$ cat src/rtl/sds_pkg.sv
// ----------------------------------------------------------------------------
// sds_pkg: shared types and constants of the disconnect sequencer
// input beat, result beat, state codes, chip constants and status decode
// ----------------------------------------------------------------------------
package sds_pkg;

  typedef struct packed {
    logic        operation;
    logic [2:0]  unit;
    logic [23:0] byte_count;
    logic        data_in;
    logic [7:0]  scsi_status;
    logic [7:0]  command_phase;
    logic [7:0]  target_status;
    logic [7:0]  source_id;
    logic [7:0]  message_byte;
    logic [23:0] transfer_count_now;
  } in_beat_t;

  typedef struct packed {
    logic [3:0]  kind;
    logic [2:0]  unit_res;
    logic [7:0]  chip_command;
    logic [7:0]  phase_write;
    logic [23:0] transfer_count;
    logic        data_in_res;
    logic        command_ok;
    logic [7:0]  target_status_res;
    logic        last;
  } out_beat_t;

  localparam logic [2:0] ST_IDLE      = 3'd0;
  localparam logic [2:0] ST_STARTING  = 3'd1;
  localparam logic [2:0] ST_RESUMING  = 3'd2;
  localparam logic [2:0] ST_DEAD      = 3'd3;
  localparam logic [2:0] ST_MESSAGING = 3'd4;
  localparam logic [2:0] ST_ENDING    = 3'd5;

  localparam logic [3:0] K_QUEUED   = 4'd0;
  localparam logic [3:0] K_REJECTED = 4'd1;
  localparam logic [3:0] K_SELECT   = 4'd2;
  localparam logic [3:0] K_RESEL    = 4'd3;
  localparam logic [3:0] K_PHASE    = 4'd4;
  localparam logic [3:0] K_SAVE     = 4'd5;
  localparam logic [3:0] K_EXPECT   = 4'd6;
  localparam logic [3:0] K_DONE     = 4'd7;
  localparam logic [3:0] K_ABORTED  = 4'd8;
  localparam logic [3:0] K_DISC     = 4'd9;
  localparam logic [3:0] K_MSG      = 4'd10;
  localparam logic [3:0] K_DEAD     = 4'd11;

  localparam logic [3:0] A_DONE   = 4'd0;
  localparam logic [3:0] A_DEAD   = 4'd1;
  localparam logic [3:0] A_RESELQ = 4'd2;
  localparam logic [3:0] A_RESEL  = 4'd3;
  localparam logic [3:0] A_PHASE  = 4'd4;
  localparam logic [3:0] A_ABORT  = 4'd5;
  localparam logic [3:0] A_SAVE   = 4'd6;
  localparam logic [3:0] A_DISC   = 4'd7;
  localparam logic [3:0] A_MSG    = 4'd8;
  localparam logic [3:0] A_EXPECT = 4'd9;

  localparam logic [7:0] PH_STATUS  = 8'h60;
  localparam logic [7:0] PH_RESEL   = 8'h44;
  localparam logic [7:0] PH_RESUME  = 8'h45;
  localparam logic [7:0] PH_END     = 8'h46;
  localparam logic [7:0] CMD_XFER   = 8'hA0;
  localparam logic [7:0] MSG_DISC   = 8'h03;
  localparam logic [7:0] START_RST  = 8'h09;

  function automatic logic [3:0] code_of(input logic [7:0] ss);
    logic [3:0] c;
    case (ss)
      8'h42:   c = 4'd0;
      8'h21:   c = 4'd2;
      8'h85:   c = 4'd3;
      8'h81:   c = 4'd4;
      8'h4F:   c = 4'd5;
      8'h20:   c = 4'd6;
      8'h4B:   c = 4'd7;
      8'h16:   c = 4'd8;
      default: c = 4'd1;
    endcase
    return c;
  endfunction

  function automatic logic [3:0] action_of(input logic [2:0] st, input logic [3:0] c);
    logic [3:0] a;
    a = A_DEAD;
    case (st)
      ST_IDLE: if (c == 4'd4) a = A_RESEL;
      ST_STARTING: begin
        case (c)
          4'd0: a = A_ABORT;
          4'd2: a = A_SAVE;
          4'd3: a = A_DISC;
          4'd4: a = A_RESELQ;
          4'd5: a = A_MSG;
          4'd7: a = A_EXPECT;
          4'd8: a = A_DONE;
          default: a = A_DEAD;
        endcase
      end
      ST_RESUMING: begin
        case (c)
          4'd2: a = A_SAVE;
          4'd3: a = A_DISC;
          4'd5: a = A_MSG;
          4'd7: a = A_EXPECT;
          4'd8: a = A_DONE;
          default: a = A_DEAD;
        endcase
      end
      ST_MESSAGING: if (c == 4'd6) a = A_PHASE;
      ST_ENDING: if (c == 4'd8) a = A_DONE;
      default: a = A_DEAD;
    endcase
    return a;
  endfunction

endpackage

$ cat src/rtl/sds_out_stage.sv
// ----------------------------------------------------------------------------
// sds_out_stage: result register with a one-deep second-result slot
// presents the first result, then the held second one (if two) on the next cycle
// ----------------------------------------------------------------------------
module sds_out_stage (
  input  logic                 clk,
  input  logic                 rst_n,
  input  logic                 load,
  input  logic                 two,
  input  sds_pkg::out_beat_t   first,
  input  sds_pkg::out_beat_t   second,
  output logic                 pend,
  output logic                 out_strobe,
  output sds_pkg::out_beat_t   out_beat
);
  logic               strobe_r;
  logic               pend_r;
  sds_pkg::out_beat_t beat_r;
  sds_pkg::out_beat_t hold_r;

  always_ff @(posedge clk) begin
    if (!rst_n) begin
      strobe_r <= 1'b0;
      pend_r   <= 1'b0;
    end else if (pend_r) begin
      strobe_r <= 1'b1;
      pend_r   <= 1'b0;
    end else begin
      strobe_r <= load;
      pend_r   <= load & two;
    end
  end

  always_ff @(posedge clk) begin
    if (pend_r) begin
      beat_r <= hold_r;
    end else if (load) begin
      beat_r <= first;
      hold_r <= second;
    end
  end

  assign pend       = pend_r;
  assign out_strobe = strobe_r;
  assign out_beat   = beat_r;
endmodule

$ cat src/rtl/scsi_disconnect_sequencer_unit.sv
// ----------------------------------------------------------------------------
// scsi_disconnect_sequencer_unit: initiator command sequencer
// ----------------------------------------------------------------------------
// Input channel: drive in_beat and pulse start while busy is low; the beat is
// taken at that edge. operation 0 queues a command for a unit, 1 hands over a
// chip interrupt event. Results appear on out_beat with out_strobe high for
// one cycle each, the last one flagged by its last bit; they cannot be held.
// The first result is registered at the accepting edge. An item yields one
// or two results; with two, the second follows in the next cycle and busy
// is high while the first is shown, so the next item waits until the second
// result is registered. All state updates happen at the accepting edge.
// cfg_we writes the chip start command (0x09 after reset).
// Reset (synchronous, active low) empties the start queue and every unit's
// command ring and puts the controller in idle; command storage itself is not
// cleared and is never read before it is written.
// ----------------------------------------------------------------------------
module scsi_disconnect_sequencer_unit #(
  parameter int UNITS         = 8,
  parameter int CMDS_PER_UNIT = 4
) (
  input  logic               clk,
  input  logic               rst_n,
  input  logic               start,
  output logic               busy,
  input  sds_pkg::in_beat_t  in_beat,
  output logic               out_strobe,
  output sds_pkg::out_beat_t out_beat,
  input  logic               cfg_we,
  input  logic [7:0]         cfg_wdata
);
  localparam int CW = (CMDS_PER_UNIT > 1) ? $clog2(CMDS_PER_UNIT) : 1;
  localparam int NW = $clog2(CMDS_PER_UNIT + 1);
  localparam int SLOTS = UNITS * CMDS_PER_UNIT;
  localparam int SW = (SLOTS > 1) ? $clog2(SLOTS) : 1;

  logic [7:0]  start_cmd_r;
  logic [2:0]  state_r, state_nxt;
  logic [2:0]  cur_r, cur_nxt;
  logic [2:0]  sfifo_r [8];
  logic [2:0]  shead_r, shead_nxt, stail_r, stail_nxt;
  logic [3:0]  sfill_r, sfill_nxt;
  logic [NW-1:0] pcnt_r [UNITS];
  logic [CW-1:0] phead_r [UNITS];
  logic [24:0] store_r [SLOTS];
  logic [23:0] saved_r [UNITS];

  logic pend, take;
  sds_pkg::in_beat_t b;
  sds_pkg::out_beat_t r0, r1;
  logic two;

  assign busy = pend;
  assign take = start & ~pend;
  assign b    = in_beat;

  function automatic logic [SW-1:0] slot_of(input logic [2:0] u, input logic [CW-1:0] h);
    return SW'(int'(u) * CMDS_PER_UNIT + ((CMDS_PER_UNIT > 1) ? int'(h) : 0));
  endfunction

  function automatic logic [CW-1:0] inc_h(input logic [CW-1:0] h, input logic [NW-1:0] n);
    logic [NW:0] s;
    s = {1'b0, n} + (NW+1)'(h);
    if (s >= (NW+1)'(CMDS_PER_UNIT)) s = s - (NW+1)'(CMDS_PER_UNIT);
    return (CMDS_PER_UNIT > 1) ? s[CW-1:0] : '0;
  endfunction

  // next-state decisions
  logic        q_ok, q_push;
  logic [2:0]  qu;
  logic [3:0]  act;
  logic        pop_ring, push_cur, push_q, do_start, save_wr;
  logic [2:0]  su, ru;
  logic [24:0] se, re, fe;
  logic [3:0]  fill_a;

  always_comb begin
    r0 = '0; r1 = '0; two = 1'b0;
    state_nxt = state_r; cur_nxt = cur_r;
    q_ok = 1'b0; q_push = 1'b0; push_cur = 1'b0; pop_ring = 1'b0;
    do_start = 1'b0; save_wr = 1'b0;
    qu = b.unit;
    act = sds_pkg::action_of(state_r, sds_pkg::code_of(b.scsi_status));
    ru = b.source_id[2:0];
    re = store_r[slot_of(ru, phead_r[ru])];
    fe = store_r[slot_of(cur_r, phead_r[cur_r])];
    if (!b.operation) begin
      r0.unit_res = qu;
      if (int'(qu) >= UNITS || pcnt_r[qu] >= NW'(CMDS_PER_UNIT)) begin
        r0.kind = sds_pkg::K_REJECTED;
      end else begin
        r0.kind = sds_pkg::K_QUEUED;
        q_ok = 1'b1;
        q_push = (pcnt_r[qu] == '0);
        do_start = q_push && state_r == sds_pkg::ST_IDLE;
      end
    end else begin
      r0.unit_res = cur_r;
      case (act)
        sds_pkg::A_DONE, sds_pkg::A_ABORT: begin
          r0.kind = (act == sds_pkg::A_DONE) ? sds_pkg::K_DONE : sds_pkg::K_ABORTED;
          if (act == sds_pkg::A_DONE && b.command_phase == sds_pkg::PH_STATUS) begin
            r0.command_ok = 1'b1;
            r0.target_status_res = b.target_status;
          end
          if (pcnt_r[cur_r] != '0) begin
            pop_ring = 1'b1;
            r0.data_in_res = fe[24];
            push_cur = (pcnt_r[cur_r] != NW'(1));
          end
          state_nxt = sds_pkg::ST_IDLE;
          do_start = 1'b1;
        end
        sds_pkg::A_RESELQ, sds_pkg::A_RESEL: begin
          push_cur = (act == sds_pkg::A_RESELQ);
          if (int'(ru) >= UNITS || pcnt_r[ru] == '0) begin
            r0.kind = sds_pkg::K_DEAD;
            state_nxt = sds_pkg::ST_DEAD;
          end else begin
            cur_nxt = ru;
            state_nxt = sds_pkg::ST_RESUMING;
            r0.kind = sds_pkg::K_RESEL;
            r0.unit_res = ru;
            r0.chip_command = start_cmd_r;
            r0.phase_write = sds_pkg::PH_RESEL;
            r0.transfer_count = saved_r[ru];
            r0.data_in_res = re[24];
          end
        end
        sds_pkg::A_PHASE: begin
          state_nxt = sds_pkg::ST_RESUMING;
          r0.kind = sds_pkg::K_PHASE;
          r0.chip_command = start_cmd_r;
          r0.phase_write = sds_pkg::PH_RESUME;
          r0.transfer_count = saved_r[cur_r];
        end
        sds_pkg::A_SAVE: begin
          save_wr = 1'b1;
          state_nxt = sds_pkg::ST_RESUMING;
          r0.kind = sds_pkg::K_SAVE;
          r0.chip_command = start_cmd_r;
          r0.transfer_count = b.transfer_count_now;
        end
        sds_pkg::A_DISC: begin
          r0.kind = sds_pkg::K_DISC;
          state_nxt = sds_pkg::ST_IDLE;
          do_start = 1'b1;
        end
        sds_pkg::A_MSG: begin
          r0.chip_command = sds_pkg::CMD_XFER;
          if (b.message_byte == sds_pkg::MSG_DISC) begin
            r0.kind = sds_pkg::K_MSG;
            state_nxt = sds_pkg::ST_MESSAGING;
          end else begin
            r0.kind = sds_pkg::K_DEAD;
            state_nxt = sds_pkg::ST_DEAD;
          end
        end
        sds_pkg::A_EXPECT: begin
          state_nxt = sds_pkg::ST_ENDING;
          r0.kind = sds_pkg::K_EXPECT;
          r0.chip_command = start_cmd_r;
          r0.phase_write = sds_pkg::PH_END;
        end
        default: begin
          r0.kind = sds_pkg::K_DEAD;
          state_nxt = sds_pkg::ST_DEAD;
        end
      endcase
    end
    push_q = q_push | push_cur;
    // start fifo push then optional pop
    stail_nxt = stail_r; fill_a = sfill_r;
    if (push_q && sfill_r < 4'd8) begin
      stail_nxt = stail_r + 3'd1;
      fill_a = sfill_r + 4'd1;
    end
    shead_nxt = shead_r; sfill_nxt = fill_a;
    su = (push_q && sfill_r == 4'd0) ? (q_push ? qu : cur_r) : sfifo_r[shead_r];
    if (int'(su) >= UNITS) su = 3'd0;
    // a select sees the ring after a finish; the only self-read is a requeued unit
    se = store_r[slot_of(su, (pop_ring && su == cur_r) ?
                  inc_h(phead_r[cur_r], NW'(1)) : phead_r[su])];
    if (q_ok && q_push && su == qu) se = {b.data_in, b.byte_count};
    if (do_start && fill_a != 4'd0) begin
      shead_nxt = shead_r + 3'd1;
      sfill_nxt = fill_a - 4'd1;
      cur_nxt = su;
      state_nxt = sds_pkg::ST_STARTING;
      two = 1'b1;
      r1.kind = sds_pkg::K_SELECT;
      r1.unit_res = su;
      r1.chip_command = start_cmd_r;
      r1.transfer_count = se[23:0];
      r1.data_in_res = se[24];
      r1.last = 1'b1;
    end else begin
      do_start = 1'b0;
      r0.last = 1'b1;
    end
  end

  always_ff @(posedge clk) begin
    if (!rst_n) begin
      start_cmd_r <= sds_pkg::START_RST;
    end else if (cfg_we) begin
      start_cmd_r <= cfg_wdata;
    end
  end

  always_ff @(posedge clk) begin
    if (!rst_n) begin
      state_r <= sds_pkg::ST_IDLE;
      cur_r   <= 3'd0;
      shead_r <= 3'd0;
      stail_r <= 3'd0;
      sfill_r <= 4'd0;
      for (int i = 0; i < UNITS; i++) begin
        pcnt_r[i]  <= '0;
        phead_r[i] <= '0;
      end
    end else if (take) begin
      state_r <= state_nxt;
      cur_r   <= cur_nxt;
      shead_r <= shead_nxt;
      stail_r <= stail_nxt;
      sfill_r <= sfill_nxt;
      if (q_ok) pcnt_r[qu] <= pcnt_r[qu] + NW'(1);
      if (pop_ring) begin
        pcnt_r[cur_r]  <= pcnt_r[cur_r] - NW'(1);
        phead_r[cur_r] <= inc_h(phead_r[cur_r], NW'(1));
      end
    end
  end

  always_ff @(posedge clk) begin
    if (take) begin
      if (push_q && sfill_r < 4'd8) sfifo_r[stail_r] <= q_push ? qu : cur_r;
      if (q_ok) store_r[slot_of(qu, inc_h(phead_r[qu], pcnt_r[qu]))] <= {b.data_in, b.byte_count};
      if (save_wr) saved_r[cur_r] <= b.transfer_count_now;
      if (do_start) saved_r[su] <= se[23:0];
    end
  end

  sds_out_stage u_out (
    .clk        (clk),
    .rst_n      (rst_n),
    .load       (take),
    .two        (two),
    .first      (r0),
    .second     (r1),
    .pend       (pend),
    .out_strobe (out_strobe),
    .out_beat   (out_beat)
  );
endmodule

$ cat config.mk
export PLATFORM = sky130hd
export DESIGN_NAME = scsi_disconnect_sequencer_unit
export DESIGN_NICKNAME = d
export VERILOG_FILES = /design/src/rtl/sds_pkg.sv /design/src/rtl/sds_out_stage.sv /design/src/rtl/scsi_disconnect_sequencer_unit.sv
export SDC_FILE = /design/constraint.sdc
export NUM_CORES = 2
export LEC_CHECK = 0
export ABC_CLOCK_PERIOD_IN_PS = 7200
export BUFFER_PORTS_ARGS = -buffer_cell sky130_fd_sc_hd__buf_2
export CELL_PAD_IN_SITES_DETAIL_PLACEMENT = 0
export CELL_PAD_IN_SITES_GLOBAL_PLACEMENT = 2
export CORE_UTILIZATION = 40
export CTS_CLUSTER_DIAMETER = 50
export CTS_CLUSTER_SIZE = 24
export DETAILED_ROUTE_END_ITERATION = 6
export GPL_ROUTABILITY_DRIVEN = 0
export PLACE_DENSITY_LB_ADDON = 0.25
export SLEW_MARGIN = 20
export SYNTH_ARGS = -nofsm -noshare
export SYNTH_HDL_FRONTEND = slang
export SYNTH_SLANG_ARGS = --single-unit
$ cat constraint.sdc
create_clock -name clk -period 7.2 [get_ports clk]
set_clock_uncertainty 0.15 [all_clocks]
set_input_delay 1.44 -clock clk [delete_from_list [all_inputs] [get_ports clk]]
set_output_delay 1.44 -clock clk [all_outputs]
set_load 0.01 [all_outputs]
# After elaboration in Yosys (flattened, before gate mapping)
# Memory sizes are Yosys's and may differ from the RTL's. A register that Yosys moved wholly into a read port is not among the register bits.
# Index checks and enable logic that the tools add are counted.
# W data, S select, Z words.
[word_totals] ram_bits=1056 mem_count=5 output_inout_bits=60 input_bits=105 register_bits=125 wordCells=224
[op_classes] eq_ne=33 n_reduce_logical=34 muxes=106 magnitude_cmp=4 bitwise_logic=5 add_sub_neg=14
[memory_table] name="store_r" words=32 width=25 read_ports=3 rd_clocked_by_memory_dff=0 write_ports=1 line="scsi_disconnect_sequencer_unit.sv:44" source="logic [24:0] store_r [SLOTS];"
[memory_table] name="saved_r" words=8 width=24 read_ports=2 rd_clocked_by_memory_dff=1 write_ports=1 line="scsi_disconnect_sequencer_unit.sv:45" source="logic [23:0] saved_r [UNITS];"
[memory_table] name="pcnt_r" words=8 width=3 read_ports=3 rd_clocked_by_memory_dff=1 write_ports=8 line="scsi_disconnect_sequencer_unit.sv:42" source="logic [NW-1:0] pcnt_r [UNITS];"
[memory_table] name="sfifo_r" words=8 width=3 read_ports=1 rd_clocked_by_memory_dff=1 write_ports=1 line="scsi_disconnect_sequencer_unit.sv:39" source="logic [2:0] sfifo_r [8];"
[memory_table] name="phead_r" words=8 width=2 read_ports=4 rd_clocked_by_memory_dff=1 write_ports=8 line="scsi_disconnect_sequencer_unit.sv:43" source="logic [CW-1:0] phead_r [UNITS];"
[op_table] cell="$mux W58" n=2
[op_table] cell="$mux W3" n=25
[op_table] cell="$pmux W24 S3" n=1
[op_table] cell="$pmux W4 S7" n=2
[op_table] cell="$mux W50" n=1
[op_table] cell="$pmux W8 S3" n=2
[op_table] cell="$mux W1" n=46
[op_table] cell="$mux W44" n=1
[op_table] cell="$pmux W4 S5" n=2
[op_table] cell="$eq A4 B3 Y1 const B" n=8
[op_table] cell="$eq A8 B7 Y1 const B" n=4
[op_table] cell="$pmux W4 S8" n=1
[op_table] cell="$mux W25" n=1
[op_table] cell="$mux W24" n=1
[op_table] cell="$reduce_or A24 Y1" n=1
[op_table] cell="$add A5 B2 Y5" n=4
[op_table] cell="$mux W2" n=10
[op_table] cell="$mux W9" n=2
[op_table] cell="$eq A4 B2 Y1 const B" n=4
[op_table] cell="$eq A8 B6 Y1 const B" n=2
[op_table] cell="$eq A8 B8 Y1 const B" n=2
[op_table] cell="$mux W4" n=4
[op_table] cell="$pmux W3 S5" n=1
[op_table] cell="$mux W13" n=1
[op_table] cell="other kinds (34)" n=68

# Longest topological paths before layout
[logic_depth] ltp_word=20 ltp_mapped=29 ltp_nobuf=21

# Hierarchy
# Synthesis repeated with hierarchy kept, for this count alone.
[unflattened] hier_cells=3546 hier_area_um2=52172.5
[by_module_without_submodules] mod="scsi_disconnect_sequencer_unit" cells_each=3359 area_each_um2=47633.2 n_inst=1 seq_area_each_um2=32311.0
[by_module_without_submodules] mod="sds_out_stage" cells_each=187 area_each_um2=4539.4 n_inst=1 seq_area_each_um2=3523.4

# Worst setup path after synthesis
# No wires, ideal clock.
[synth_path] path_kind="input to register" from="in in_beat[61] in the netlist's numbering" to="mem saved_r[0][0], enable pin" arrival_ns=6.522 n_path_buf=3 required_time_ns=6.645 path_slack_ns=0.124 cell_stages=18 setup_ns=0.405 path_cell_list="clkbuf_1 or3b_2 a211oi_1 a21oi_1 o221a_2 nor4b_1 o21ai_0 a21oi_1 nor2_1 a21oi_1 ha_1 a31o_2 clkbuf_1 clkinv_1 nand2_1 clkbuf_1 a21oi_1 nor2_1"
[synth_via] elab_chain_len=20 word_cells_on_any_way=55 cone_classes="eq/ne: 20; mux: 24; bitwise: 1; reduce/logical: 10"
[synth_rtl] element="start: declaration" line="scsi_disconnect_sequencer_unit.sv:25" source="input sds_pkg::in_beat_t in_beat,"
[synth_rtl] element="$eq A8 B5 Y1, or another cell as far along" line="sds_pkg.sv:73" source="case (ss)"
[synth_rtl] element="$pmux W4 S8 *" line="sds_pkg.sv:73"
[synth_rtl] element="$eq A4 B4 Y1, or another cell as far along" line="sds_pkg.sv:93, sds_pkg.sv:105, sds_pkg.sv:115"
[synth_rtl] element="$pmux W4 S7, or another cell as far along" line="sds_pkg.sv:93" source="case (c)"
[synth_rtl] element="$pmux W4 S5 *" line="sds_pkg.sv:90" source="case (st)"
[synth_rtl] element="$eq A4 B2 Y1, or another cell as far along" line="scsi_disconnect_sequencer_unit.sv:98, scsi_disconnect_sequencer_unit.sv:114"
[synth_rtl] element="$reduce_or A2 Y1, on equally long branches"
[synth_rtl] element="$pmux W1 S2" line="scsi_disconnect_sequencer_unit.sv:98" source="case (act)"
[synth_rtl] element="[4 not listed]"
[synth_rtl] element="$reduce_bool A4 Y1" line="scsi_disconnect_sequencer_unit.sv:184" source="if (do_start && fill_a != 4'd0) begin"
[synth_rtl] element="$logic_and A1 B1 Y1" line="scsi_disconnect_sequencer_unit.sv:184"
[synth_rtl] element="$mux W1" line="scsi_disconnect_sequencer_unit.sv:184"
[synth_rtl] element="$mux W1" line="scsi_disconnect_sequencer_unit.sv:240" source="if (do_start) saved_r[su] <= se[23:0];"
[synth_rtl] element="$mux W1" line="scsi_disconnect_sequencer_unit.sv:236" source="if (take) begin"
[synth_rtl] element="$mux W1 (not written as such)" line="scsi_disconnect_sequencer_unit.sv:240"
[synth_rtl] element="$reduce_or A24 Y1 (no source line)"
[synth_rtl] element="$mux W3 (no source line) / $mux W1 (equally long branches)"
[synth_rtl] element="end: declaration" line="scsi_disconnect_sequencer_unit.sv:45"
# Every way passes the cells marked *; elsewhere a longest branch is shown, timed or not.

# Worst setup path after layout
[layout_path] from="in in_beat[57] in the netlist's numbering" to="mem saved_r[3][16] (data pin)"
[layout_via] elab_chain_len=20 word_cells_on_any_way=59 cone_classes="add/sub: 1; eq/ne: 21; mux: 22; bitwise: 1; reduce/logical: 12; memory: 2"
[layout_rtl] element="$eq A8 B5 Y1, or another cell as far along" line="sds_pkg.sv:73"
[layout_rtl] element="$pmux W4 S8 *" line="sds_pkg.sv:73"
[layout_rtl] element="$eq A4 B4 Y1, or another cell as far along" line="sds_pkg.sv:93, sds_pkg.sv:105, sds_pkg.sv:115"
[layout_rtl] element="$pmux W4 S7, or another cell as far along" line="sds_pkg.sv:93"
[layout_rtl] element="$pmux W4 S5 *" line="sds_pkg.sv:90"
[layout_rtl] element="parallel branches: the longest is 14 deep, another holds $mem_v2 Z32 W25"
[layout_rtl] element="$mux W24 (no source line) *"
# Every way passes the cells marked *.

==> impl_results.md <==
* Yosys cell types at 82
* Max incr delay on CP at 0.59 ns
* Fmax at 0.1498 GHz
* Gates resized, CTS repair at 0
* Sequential area share after synthesis at about two thirds
* Asr flop ratio synth at 0%
* Final Util at a little under half
* Most common cell in the netlist: edfxtp_1
* Crit end category: flip-flop
* Routed wire length at 149900 microns
* Final worst slack at 0.5253 ns
* Yosys reg bits at 1178
* Post-synth EDFFs at 1146
* Core box area at 0.1277 sq mm
* Clock slew seen by the registers of the worst setup and hold paths at 0.06 ns
* Final setup violation count at 0
* Clock Path Buffers at 3
* Final HPWL DP at 95160 microns
* Ys Warns at 0
* Mapped Cells at approximately 3600
* Top-area cell type share of the netlist area at 66.72%
* # port buffers at 155
* Area Overhead vs Synth at 18.38%
* I/O pin count at 165
* Cells on worst reg2reg path at 20
* Wire length of the first global-routing pass at between 200000 and 250000 microns
* Synth Flop Type: edfxtp_1
* Die height at 361.1 microns
* DR WL/cell at between 20 and 30 microns
* Fin. max-slew vios at 0
* CTS tree: done
* # fillers at 11130
* M1 GR Usage at 33.33%
* Max-Cap Viols at 0
* CTS Root Cell: clkbuf_16
* Largest net degree at the start of global routing at 53
* Startpoint type of the worst setup path: input pin
* Hold/Removal Path Class: flip-flop to flip-flop
* CP cell instances: buf_2 -> or4b_4 -> or4b_1 -> a211o_1 -> and3_4 -> a2111oi_4 -> o31ai_1 -> or4b_4 -> nor4b_4 -> buf_4 -> nand2_1 -> o21ai_4 -> buf_12 -> buf_4 -> mux2i_1 -> o22ai_1 -> or4_1 -> o2bb2ai_1 -> o21ai_1
* Hold WS at 0.3666 ns
* Met2 usage at 36.15%
* Initial core utilization at between 40% and 50%
* Clock Latency Late Sink at 0.77 ns
* Vias per cell at 5.663
* Die Wd at 361.1 microns
* All-Layer GR Usage at a little under a quarter
* Crit-path max FO at 12
* Total gr overflow at 0
* Most used routing layer: met2
* RSZ-0062 raised after global routing: false
* Worst-margin pin slew at between 1 and 1.5 ns
* Status: completed
* Worst hold path cell count at 2
* Number of global-route vias before repair at 32200
* Grt met3 use at 3.181%
* Hold-fix buffers, CTS at 0
* CP arrival at 6.97 ns
* Place WS at -0.1868 ns
* Multi-input combinational cell area at 0.01556 sq mm
* Critical Path RT at 7.50 ns
* ANT nets after route at 0
* Power Total at between 15 and 20 mW
* Syn_area_per_cell at 14.18 sq um
* Post-synthesis instance area at 0.05158 sq mm
* Via count at 32680
* Synth top cells by count: edfxtp_1 (1146), nand2_1 (561), a21oi_1 (250)
* CTS Sinks at 1178
* Period utilization at ~90%
* Area leader, netlist: edfxtp_1
* Flop-to-flop setup slack at 0.88 ns
* Slowest-stage cell, CP: or4_1
* Worst vdd ir at 260.1 uV
* Max_slew headroom at between 20% and 30%
* Fin. Hold Viols at 0
* Critical path class: input pin to flip-flop
* DRC errors left at 0
* Tmin final at approximately 6.7 ns
* PwrDens at about 270 mW/mm^2
* DR iter-0 viols at 2941
* Reg area at 0.03506 sq mm
* Synth area leaders: edfxtp_1 (67%), mux4_2 (5.8%), mux2i_1 (4.6%)
* Pre-Repair DR Iteration Count at 5
* Antenna violations before repair at 1
* Share of layout cells above drive strength 1 at 23.29%
* Leakage at 21.37 nW
* Diode count at 0
* TritonCTS buffer count at 133
* Row Count at ~130
* H-tree Lvls at 4
* Setup Fix Bufs, Post-CTS at 0
* Die area at roughly 0.13 sq mm
* Nets at 4115
-- metrics by stage --
step / area (sq um) / std cells / setup TNS (ns)
after floorplan: 51590 / 3641 / 0
after global placement: 56390 / 5524 / -22.49
after detailed placement: 56400 / 5524 / -24.30
after CTS: 61010 / 5769 / 0
after global routing: 61060 / 5771 / 0
final: 61060 / 5771 / 0
-- flip-flops by register name (all words and copies together) (netlist names), named ones only --
name              flops
store_r             800
saved_r             192
u_out.out_beat       53
u_out.hold_r         37
pcnt_r               24
sfifo_r              24
phead_r              16
start_cmd_r           8
sfill_r               4
cur_r                 3
shead_r               3
stail_r               3
state_r               3
u_out.out_strobe      1
u_out.pend            1
-- cells in the final DEF, fill, tap and decap left out, drive strengths merged, types with 8 or more instances in the layout --
cell / Yosys / final
ha: 11 / 11
mux2i: 236 / 236
o22ai: 80 / 80
and2: 29 / 29
and3: 57 / 57
clkinvlp: 0 / 12
bufinv: 0 / 14
and4: 10 / 10
a21oi: 250 / 250
nor4: 57 / 57
nor2: 222 / 222
a32oi: 29 / 29
inv: 18 / 46
o211a: 27 / 27
nor3: 73 / 73
a221o: 23 / 23
edfxtp: 1146 / 1146
clkinv: 1 / 43
nand2b: 11 / 11
nor2b: 15 / 15
mux4: 132 / 132
xnor2: 11 / 11
a21boi: 9 / 9
o2bb2ai: 23 / 23
buf: 95 / 470
dfxtp: 32 / 32
nor3b: 10 / 10
nand3: 30 / 30
o31ai: 8 / 8
a31oi: 34 / 34
or4: 24 / 24
mux2: 10 / 10
a22oi: 12 / 12
clkbuf: 152 / 149
a311oi: 9 / 9
nand2: 561 / 561
o21ai: 103 / 103
-- power breakdown --
part	switching [mW]	total [mW]	internal, mW
clock network	2.96	7.06	4.11
registers	0.0320	7.62	7.58
logic	1.32	2.10	0.786
total	4.30	16.8	12.5
-- layout make-up --
cell class / instances / share of cell area, %
clock inverter: 96 / 1.807
inverter: 19 / 0.1168
timing repair buffer: 470 / 6.020
sequential: 1178 / 57.42
multi-input combinational: 2197 / 25.49
clock buffer: 149 / 5.740
tap: 1662 / 3.406
-- final timing paths --
kind,from,end
hold / removal,shead_r[1]$_SDFFE_PN0P_,flip-flop
hold reg to reg,shead_r[1]$_SDFFE_PN0P_,flip-flop
setup reg to reg,pcnt_r[7][0]$_SDFFCE_PN0P_,saved_r[3][16]$_DFFE_PP_
setup / recovery,in_beat[57],saved_r[3][16]$_DFFE_PP_
-- cell families (layout without fill, tap and decap cells) --
group | count (synthesis) | after routing | synth area share [%]
muxes | 378 | 378 | 10.57
and+or+nand+nor | 1135 | 1135 | 10.49
DFF | 1178 | 1178 | 67.96
adders and majority gates | 11 | 11 | 0.2668
buffers and inverters | 266 | 734 | 2.389
xor gates and xnor gates | 16 | 16 | 0.2717
other | 1 | 4 | 0.007271
AOI/OAI and AO/OA | 653 | 653 | 8.042
-- worst max-delay path: cells and delay by family --
| kind | cells | cell delay [ns] |
|---|---|---|
| and+or+nand+nor | 7 | 2.82 |
| AOI/OAI and AO/OA | 7 | 1.70 |
| buffers and inverters | 4 | 0.75 |
| muxes | 1 | 0.22 |
-- metal layers --
| metal | wire length, microns | vias to the layer above |
|---|---|---|
| met1 | 68910 | 16650 |
| met2 | 69130 | 1008 |
| met3 | 8343 | 201 |
| met4 | 3484 | 0 |
| met5 | 0 | - |
| li1 | - | 14830 |
No activity file was read; power rests on OpenSTA's default activity.
